`src/rtl/core/smpq_pkg.sv`:
```
// shared types and constants for the sorted minimum priority queue
`timescale 1ns / 1ps

package smpq_pkg;

  localparam int DATA_W           = 32;
  localparam int COUNT_W          = 5;
  localparam int DEFAULT_CAPACITY = 16;

  localparam logic signed [DATA_W-1:0] INT_MIN = {1'b1, {(DATA_W-1){1'b0}}};

  localparam logic CMD_PUSH = 1'b0;
  localparam logic CMD_POP  = 1'b1;

  // operation broadcast to every cell in the row
  typedef struct packed {
    logic push;
    logic pop;
  } smpq_op_t;

endpackage

```
`src/rtl/core/smpq_cell.sv`:
```
// one storage cell of the sorted row: compare against the pushed value and shift
`timescale 1ns / 1ps

module smpq_cell (
  input  logic                                  clk,
  input  smpq_pkg::smpq_op_t                    op,
  input  logic signed [smpq_pkg::DATA_W-1:0]    ins_value,
  input  logic                                  occupied,
  input  logic                                  prev_lt,
  input  logic signed [smpq_pkg::DATA_W-1:0]    prev_value,
  input  logic signed [smpq_pkg::DATA_W-1:0]    next_value,
  output logic signed [smpq_pkg::DATA_W-1:0]    value,
  output logic                                  lt
);

  logic signed [smpq_pkg::DATA_W-1:0] value_r;
  logic signed [smpq_pkg::DATA_W-1:0] value_nxt;

  // stored value sits ahead of the pushed one
  assign lt    = occupied && (value_r < ins_value);
  assign value = value_r;

  always_comb begin
    value_nxt = value_r;
    if (op.push) begin
      if (lt) begin
        value_nxt = value_r;
      end else if (prev_lt) begin
        value_nxt = ins_value;
      end else begin
        value_nxt = prev_value;
      end
    end else if (op.pop) begin
      value_nxt = next_value;
    end
  end

  always_ff @(posedge clk) begin
    value_r <= value_nxt;
  end

endmodule

```
`src/rtl/core/sorted_min_priority_queue.sv`:
```
// top level of the sorted minimum priority queue: cell row, count and result register
`timescale 1ns / 1ps

// Bounded min priority queue of signed 32-bit values held in ascending order in a
// row of CAPACITY cells. Every cell compares its entry with a pushed value in
// parallel and on a push keeps it, takes the new value or takes its left neighbor's;
// on a pop it takes its right neighbor's. One transaction is taken every cycle
// unless the input stalls. Each transaction gives one result in the next cycle from
// the result register; the input stalls only while that result is held by a stalled
// output. A push into a full queue is dropped and flagged; a pop of an empty queue
// is ignored. smallest reads -2147483648 while the queue is empty.

module sorted_min_priority_queue #(
  parameter int CAPACITY = smpq_pkg::DEFAULT_CAPACITY
) (
  input  logic                                  clk,
  input  logic                                  rst_n,
  input  logic                                  in_valid,
  output logic                                  in_stall,
  input  logic                                  in_command,
  input  logic signed [smpq_pkg::DATA_W-1:0]    in_value,
  output logic                                  out_valid,
  input  logic                                  out_stall,
  output logic signed [smpq_pkg::DATA_W-1:0]    out_smallest,
  output logic                                  out_is_empty,
  output logic [smpq_pkg::COUNT_W-1:0]          out_count,
  output logic                                  out_push_dropped
);

  localparam int CNT_W = $clog2(CAPACITY + 1);
  localparam logic [CNT_W-1:0] CAP_CNT = CNT_W'(CAPACITY);

  logic                                 in_accept;
  logic                                 full;
  logic                                 empty;
  smpq_pkg::smpq_op_t                   op;
  logic [CNT_W-1:0]                     count_r;
  logic [CNT_W-1:0]                     count_nxt;
  logic                                 out_valid_r;
  logic                                 dropped_r;
  logic signed [smpq_pkg::DATA_W-1:0]   cell_value [CAPACITY];
  logic [CAPACITY-1:0]                  cell_lt;
  logic [CAPACITY-1:0]                  cell_occ;

  assign in_stall  = out_valid_r && out_stall;
  assign in_accept = in_valid && !in_stall;
  assign full      = (count_r == CAP_CNT);
  assign empty     = (count_r == '0);

  assign op.push = in_accept && (in_command == smpq_pkg::CMD_PUSH) && !full;
  assign op.pop  = in_accept && (in_command == smpq_pkg::CMD_POP) && !empty;

  always_comb begin
    count_nxt = count_r;
    if (op.push) begin
      count_nxt = count_r + CNT_W'(1);
    end else if (op.pop) begin
      count_nxt = count_r - CNT_W'(1);
    end
  end

  genvar gi;
  generate
    for (gi = 0; gi < CAPACITY; gi++) begin : g_cell
      logic                               p_lt;
      logic signed [smpq_pkg::DATA_W-1:0] p_val;
      logic signed [smpq_pkg::DATA_W-1:0] n_val;

      assign cell_occ[gi] = (CNT_W'(gi) < count_r);

      if (gi == 0) begin : g_first
        // the head always takes the value when nothing is ahead of it
        assign p_lt  = 1'b1;
        assign p_val = in_value;
      end else begin : g_mid
        assign p_lt  = cell_lt[gi-1];
        assign p_val = cell_value[gi-1];
      end

      if (gi == CAPACITY - 1) begin : g_last
        assign n_val = cell_value[gi];
      end else begin : g_inner
        assign n_val = cell_value[gi+1];
      end

      smpq_cell u_cell (
        .clk        (clk),
        .op         (op),
        .ins_value  (in_value),
        .occupied   (cell_occ[gi]),
        .prev_lt    (p_lt),
        .prev_value (p_val),
        .next_value (n_val),
        .value      (cell_value[gi]),
        .lt         (cell_lt[gi])
      );
    end
  endgenerate

  always_ff @(posedge clk) begin
    if (!rst_n) begin
      count_r     <= '0;
      out_valid_r <= 1'b0;
      dropped_r   <= 1'b0;
    end else begin
      count_r <= count_nxt;
      if (in_accept) begin
        out_valid_r <= 1'b1;
        dropped_r   <= (in_command == smpq_pkg::CMD_PUSH) && full;
      end else if (!out_stall) begin
        out_valid_r <= 1'b0;
      end
    end
  end

  // state only moves on a transaction, so the cells hold the last result
  assign out_valid        = out_valid_r;
  assign out_is_empty     = empty;
  assign out_smallest     = empty ? smpq_pkg::INT_MIN : cell_value[0];
  assign out_push_dropped = dropped_r;

  generate
    if (CNT_W >= smpq_pkg::COUNT_W) begin : g_cnt_trunc
      assign out_count = count_r[smpq_pkg::COUNT_W-1:0];
    end else begin : g_cnt_ext
      assign out_count = {{(smpq_pkg::COUNT_W-CNT_W){1'b0}}, count_r};
    end
  endgenerate

endmodule

```
`config.mk`:
```
export PLATFORM = sky130hd
export DESIGN_NAME = sorted_min_priority_queue
export DESIGN_NICKNAME = d
export VERILOG_FILES = /design/src/rtl/core/smpq_pkg.sv /design/src/rtl/core/smpq_cell.sv /design/src/rtl/core/sorted_min_priority_queue.sv
export SDC_FILE = /design/constraint.sdc
export NUM_CORES = 2
export LEC_CHECK = 0
export BUFFER_PORTS_ARGS = -buffer_cell sky130_fd_sc_hd__buf_2
export CAP_MARGIN = 25
export CORE_MARGIN = 5
export CORE_UTILIZATION = 44
export CTS_CLUSTER_SIZE = 30
export DETAILED_ROUTE_END_ITERATION = 16
export PLACE_DENSITY = 0.66
export SLEW_MARGIN = 40
export SYNTH_ARGS = -nofsm -noshare
export SYNTH_HDL_FRONTEND = slang
export SYNTH_SLANG_ARGS = --single-unit
```
`constraint.sdc`:
```
create_clock -name clk -period 6.9 [get_ports clk]
set_input_delay 0.69 -clock clk [delete_from_list [all_inputs] [get_ports clk]]
set_output_delay 0.69 -clock clk [all_outputs]
set_load 0.1 [all_outputs]
```
Word-level counts from Yosys, hierarchy flattened
Index checks and enable logic that the tools add are counted.
Cells by class
  add/sub/neg operators: 2
  order comparisons: 32
  equal/unequal tests: 17
  mux-type cells: 65
  bitwise operators: 2
  reduce and logical (&&, ||, !) cells: 44
Operators with widths (number)
  $mux W32: 61
  $lt A32 B32 Y1: 16
  $lt A4 B5 Y1 const A: 8
  $reduce_and A2 Y1: 16
  $ne A2 B2 Y1 const B: 15
  $logic_and A1 B1 Y1: 23
  $lt A3 B5 Y1 const A: 4
  $lt A1 B5 Y1 const A: 2
  $lt A2 B5 Y1 const A: 2
  $mux W5: 2
  $add A5 B1 Y5 const B: 1
  $eq A5 B5 Y1 const B: 1
  $logic_not A5 Y1: 1
  $sub A5 B1 Y5 const B: 1
  $logic_not A1 Y1: 3
  $mux W1: 2
  $ne A2 B1 Y1 const B: 1
  $not A1 Y1: 2
  $reduce_bool A2 Y1: 1
Storage, ports and cells
  bits in registers: 519
  output and inout bits: 41

Longest topological paths before layout
  word-level depth: 7
  gate-level depth with buffers: 12
  gate-level depth less buffers: 10

By module
From an unflattened synthesis, not the netlist that was laid out.
Unflattened totals
  cells, all modules: 4232
  area, all modules: 39761.9 sq um
By module, submodules not included
  smpq_cell: instances 16, cells each 257, area each 2429.8 sq um
  sorted_min_priority_queue: instances 1, cells each 120, area each 884.6 sq um

Worst setup path before layout
OpenSTA, ideal clock, no wires.
  path type: in2reg
  from: input in_value[9] (netlist bit)
  to: register g_cell[12].u_cell.value_r, in the netlist g_cell[12].u_cell.value[0], enable pin
  setup time: 466 ps
  arrival time: 5174 ps
  data required time: 6434 ps
  path slack: 1261 ps
  stages on the path: 10
  path buffers: 1
  cell sequence: inv_1 -> ha_1 -> a21o_1 -> a21o_1 -> a21o_1 -> o311a_1 -> nor4_1 -> nor3_4 -> buf_6 -> o21ai_0
On the way
  longest elaborated chain between the ends: 4
Ends and longest elaborated chain
  start: declaration: line sorted_min_priority_queue.sv:21  | input logic signed [smpq_pkg::DATA_W-1:0] in_value,
  $lt A32 B32 Y1: line smpq_cell.sv:20  | assign lt = occupied && (value_r < ins_value);
  $logic_and A1 B1 Y1: line smpq_cell.sv:20
  $ne A2 B2 Y1 (no source line)
  $reduce_and A2 Y1 (no source line)
  end signal: assignment: line smpq_cell.sv:39  | value_r <= value_nxt;
  end: declaration: line smpq_cell.sv:16  | logic signed [smpq_pkg::DATA_W-1:0] value_r;
Every way passes these cells.
A chain may end at the register's enable or synchronous reset.

Worst setup path after layout
  from: input in_value[25] (netlist bit)
  to: register g_cell[10].u_cell.value_r, in the netlist g_cell[10].u_cell.value[8] (data pin)
On the way
  longest elaborated chain between the ends: 5
Ends and longest elaborated chain
  $lt A32 B32 Y1: line smpq_cell.sv:20
  $logic_and A1 B1 Y1: line smpq_cell.sv:20
  $mux W32: line smpq_cell.sv:28  | end else if (prev_lt) begin
  $mux W32: line smpq_cell.sv:26  | if (lt) begin
  $mux W32: line smpq_cell.sv:25  | if (op.push) begin
  net g_cell[10].u_cell.value_nxt (one bit): line smpq_cell.sv:17  | logic signed [smpq_pkg::DATA_W-1:0] value_nxt;
  end signal: assignment: line smpq_cell.sv:39
  end: declaration: line smpq_cell.sv:16
The timed path passes the listed nets, and every way through them passes these cells. The select of a mux whose other input is x is not followed.

==> results.toml <==
[grt]
grt_max_degree = 158
grt_use_met1 = 0.331
grt_pass1_vias = 30100
antenna_found_initial = 10
grt-ovfl-total = 0
grt_pass1_wl_mm = 175
use_met2 = 0.356
track_usage = 0.229
grt_busiest_layer = "met2"
grt_use_met3 = 0.0272

[critical_path]
cp_num_buf_inv = 3
crit_chain = "buf_2, clkinv_1, ha_1, nand4_1, nor4_1, nand2_1, a31oi_1, nor4_1, nor3_4, buf_4, mux2i_1, o21ai_0"
end_kind = "flop"
cpMaxStageDelayCell = "clkinv_1"
crit_path_max_fanout = 20
crit_type = "in -> reg"
start_kind = "primary input"
arrival_ns = 5.00
cp_data_required_time_ns = 7.27
cpLargestDelayFamily = "simple AND/OR/NAND/NOR gates"
critical_path.most_common_cell = "nor4_1"
cp_slowest_stage_delay_ns = 0.74

[synthesis]
synthCells = 4000
syn_area_per_cell_um2 = 9.70
synth_nets = 4536
synth_cell_types = 69
synth-edff-count = 512
syn-cell-area_um2 = 38800
ys_seq_area_frac = 0.400
synth_seq_cells = 519
synthArstFlopShare = 0
yosysWarnings = 0
ys.flop_type = "edfxtp_1"

[pwr]
vdd.ir_drop.worst_mv = 0.455
p_int_mw = 7.90
total_power_mw = 13.1
power_density_nw_per_um2 = 309
power_switching_mw = 5.25
swShare = 0.399
clockPowerShare = 0.247
p_leak_nw = 16.9
combinationalPowerShare = 0.374
seqPwrFrac = 0.379

[floorplanning]
rows = 108
coreArea_um2 = 87200
start_util = 0.445
num_io_pins = 78
die_w_um = 307
die_h_um = 307
die-area_um2 = 94200

[place]
numPortBuffers = 77
routabilityCongestion = 0.893
pre_cts_ws_ns = 1.91
dp_hpwl_mm = 82.8
dp.cells = 5070

[cts]
cts_root_buf = "clkbuf_16"
clk_pin_slew_ns = 0.06
post_cts_buffers = 0
cts_tree = "built"
htreeDepth = 2
cts_sinks = 519
cts_resized = 0
cts_hold_buf = 0
clk_latency_ns = 0.66
clock_path_buffers = 3
cts_buffers = 61

[route]
remaining_drc_errors = 0
drt_wl_total_mm = 111
routedWlPerCell_um = 21.5
via_per_inst = 6.04
firstDrtPassIters = 5
first_iter_violations = 2909
ant_nets = 0
num_vias = 31300

[final_layout]
drive_gt1_frac = 0.0841
instances_no_fill = 5192
area_delta_synth_final_pct = 9.83
finalNetCount = 4515

[timing]
hold_viol = 0
drv_slew = 0
skew_ns = 0.0265
relSlewSlack = 0.456
setup_slack_ns = 2.27
finalSetupTns_ns = 0
post-route-period-util = 0.671
setup_violations = 0
worstMarginPinSlew_ns = 0.796
clock.fmax_ghz = 0.216
rsz0062_at_grt = "no"
period_needed_ns = 4.63

[worst_hold_path]
hp-class = "in -> reg"

[job]
maxCapViolations = 0

[run_status]
status = "complete, no violations"
==> stage by stage <==
stage | utilization | instance area (µm²) | hold slack [ns]
6_report | 0.489 | 42600 | 0.330
5_1_grt | 0.489 | 42600 | 0.340
4_1_cts | 0.488 | 42600 | 0.299
3_5_place_dp | 0.466 | 40600 | 0.526
3_3_place_gp | 0.462 | 40200 | 0.528
2_1_floorplan | - | 38800 | 0.513
==> per-layer routing <==
metal / wire, µm / vias to the layer above / part of all wire
met4: 3950 / 0 / 0.035
met3: 7930 / 185 / 0.071
met5: 0 / - / 0
li1: - / 15000 / -
met1: 50400 / 15000 / 0.45
met2: 49200 / 1167 / 0.44
==> state kept, by name, indices dropped and copies added (netlist names) <==
register,cells
g_cell.u_cell.value,512
out_count,5
out_push_dropped,1
out_valid,1
==> cell families after synthesis <==
logic type | Yosys count | synth area share
mux | 321 | 0.0829
simple gates | 1132 | 0.134
fa+ha+maj | 499 | 0.161
compound gates | 1216 | 0.183
xor+xnor | 5 | 0.00113
flops | 519 | 0.400
buf+inv | 308 | 0.0385
==> cell usage after synthesis (4+ instances only) <==
| library cell | instances | area (µm²) |
|---|---|---|
| nand2_1 | 618 | 2320 |
| edfxtp_1 | 512 | 15400 |
| ha_1 | 499 | 6240 |
| o21ai_0 | 480 | 2400 |
| mux2i_1 | 320 | 3200 |
| a21oi_1 | 267 | 1340 |
| nor2_1 | 181 | 679 |
| clkbuf_1 | 180 | 676 |
| o21ai_1 | 137 | 686 |
| a21o_1 | 105 | 788 |
| nand4_1 | 71 | 444 |
| inv_1 | 49 | 184 |
| o211ai_1 | 48 | 360 |
| nor2b_1 | 43 | 269 |
| nor3b_1 | 36 | 270 |
| or3_1 | 36 | 225 |
| a311oi_1 | 34 | 298 |
| a31o_2 | 34 | 298 |
| and3_1 | 33 | 206 |
| buf_6 | 29 | 327 |
| o21a_1 | 25 | 188 |
| nand3_1 | 24 | 120 |
| nor3_1 | 22 | 110 |
| and4_1 | 21 | 184 |
| buf_2 | 20 | 100 |
| buf_4 | 16 | 120 |
| a221oi_1 | 14 | 123 |
| a211oi_1 | 13 | 97.6 |
| nand2b_1 | 13 | 81.3 |
| a2111oi_0 | 10 | 87.6 |
| buf_1 | 10 | 37.5 |
| a31oi_1 | 9 | 56.3 |
| dfxtp_1 | 7 | 140 |
| or2_2 | 6 | 37.5 |
| and2_1 | 5 | 31.3 |
| nor3_4 | 5 | 81.3 |
| nor4_1 | 5 | 31.3 |
| a22oi_1 | 4 | 30.0 |
| nand3b_1 | 4 | 30.0 |
| o22ai_1 | 4 | 25.0 |
| or4_1 | 4 | 30.0 |
==> worst paths after layout <==
check / start / endpoint / slack, ns / cells past startpoint
setup / recovery: in_value[25] / g_cell[10].u_cell.value[8] / 2.27 / 12
hold / removal: rst_n / out_valid / 0.33 / 2
hold reg to reg: out_push_dropped / out_push_dropped / 0.54 / 2
setup reg to reg: out_count[1] / g_cell[0].u_cell.value[16] / 2.95 / 9
==> power groups by stage <==
stage	combinational, mW	sequential (mW)	clock (mW)
2_1_floorplan	3.59	4.85	0
3_3_place_gp	4.66	5.03	0
3_5_place_dp	4.88	5.02	0
4_1_cts	4.89	4.97	3.31
5_1_grt	5.43	5.05	3.44
6_report	4.92	4.98	3.24
==> worst register-to-register path: cells and delay by family, from the launching register on <==
| family | cells | cell delay (ns) |
|---|---|---|
| AOI/OAI and AO/OA | 1 | 0.27 |
| adders and majority gates | 1 | 0.18 |
| buffers and inverters | 5 | 1.73 |
| DFF | 1 | 0.29 |
| and+or+nand+nor | 2 | 1.18 |
==> layout by cell type (no fill, tap or decap), types with 14 or more instances in the layout <==
cell type / n
a21o_1: 105
buf_4: 74
nor3_1: 20
clkbuf_16: 61
a31o_2: 34
edfxtp_1: 512
o21a_1: 24
ha_1: 498
a21oi_1: 264
o21ai_1: 136
or3_1: 35
inv_1: 46
a221oi_1: 14
a311oi_1: 34
and4_1: 21
nand2_1: 618
o211ai_1: 48
o21ai_4: 14
clkbuf_1: 18
mux2i_1: 320
nor3b_1: 36
nand4_1: 71
nand3_1: 24
nor2b_1: 43
clkinv_1: 15
nor2_1: 180
buf_2: 77
o21ai_0: 468
and3_1: 33
==> cell type report <==
| type | count | area [µm²] |
|---|---|---|
| inverters | 49 | 184 |
| clock buffers | 79 | 1590 |
| multi-input cells | 3173 | 22100 |
| fillers | 8033 | 44600 |
| well taps | 1155 | 1450 |
| diodes | 7 | 17.5 |
| flip-flops and latches | 519 | 15500 |
| repair buffers | 175 | 1390 |
| clock inverters | 35 | 365 |
(Power assumes the default switching activity.)
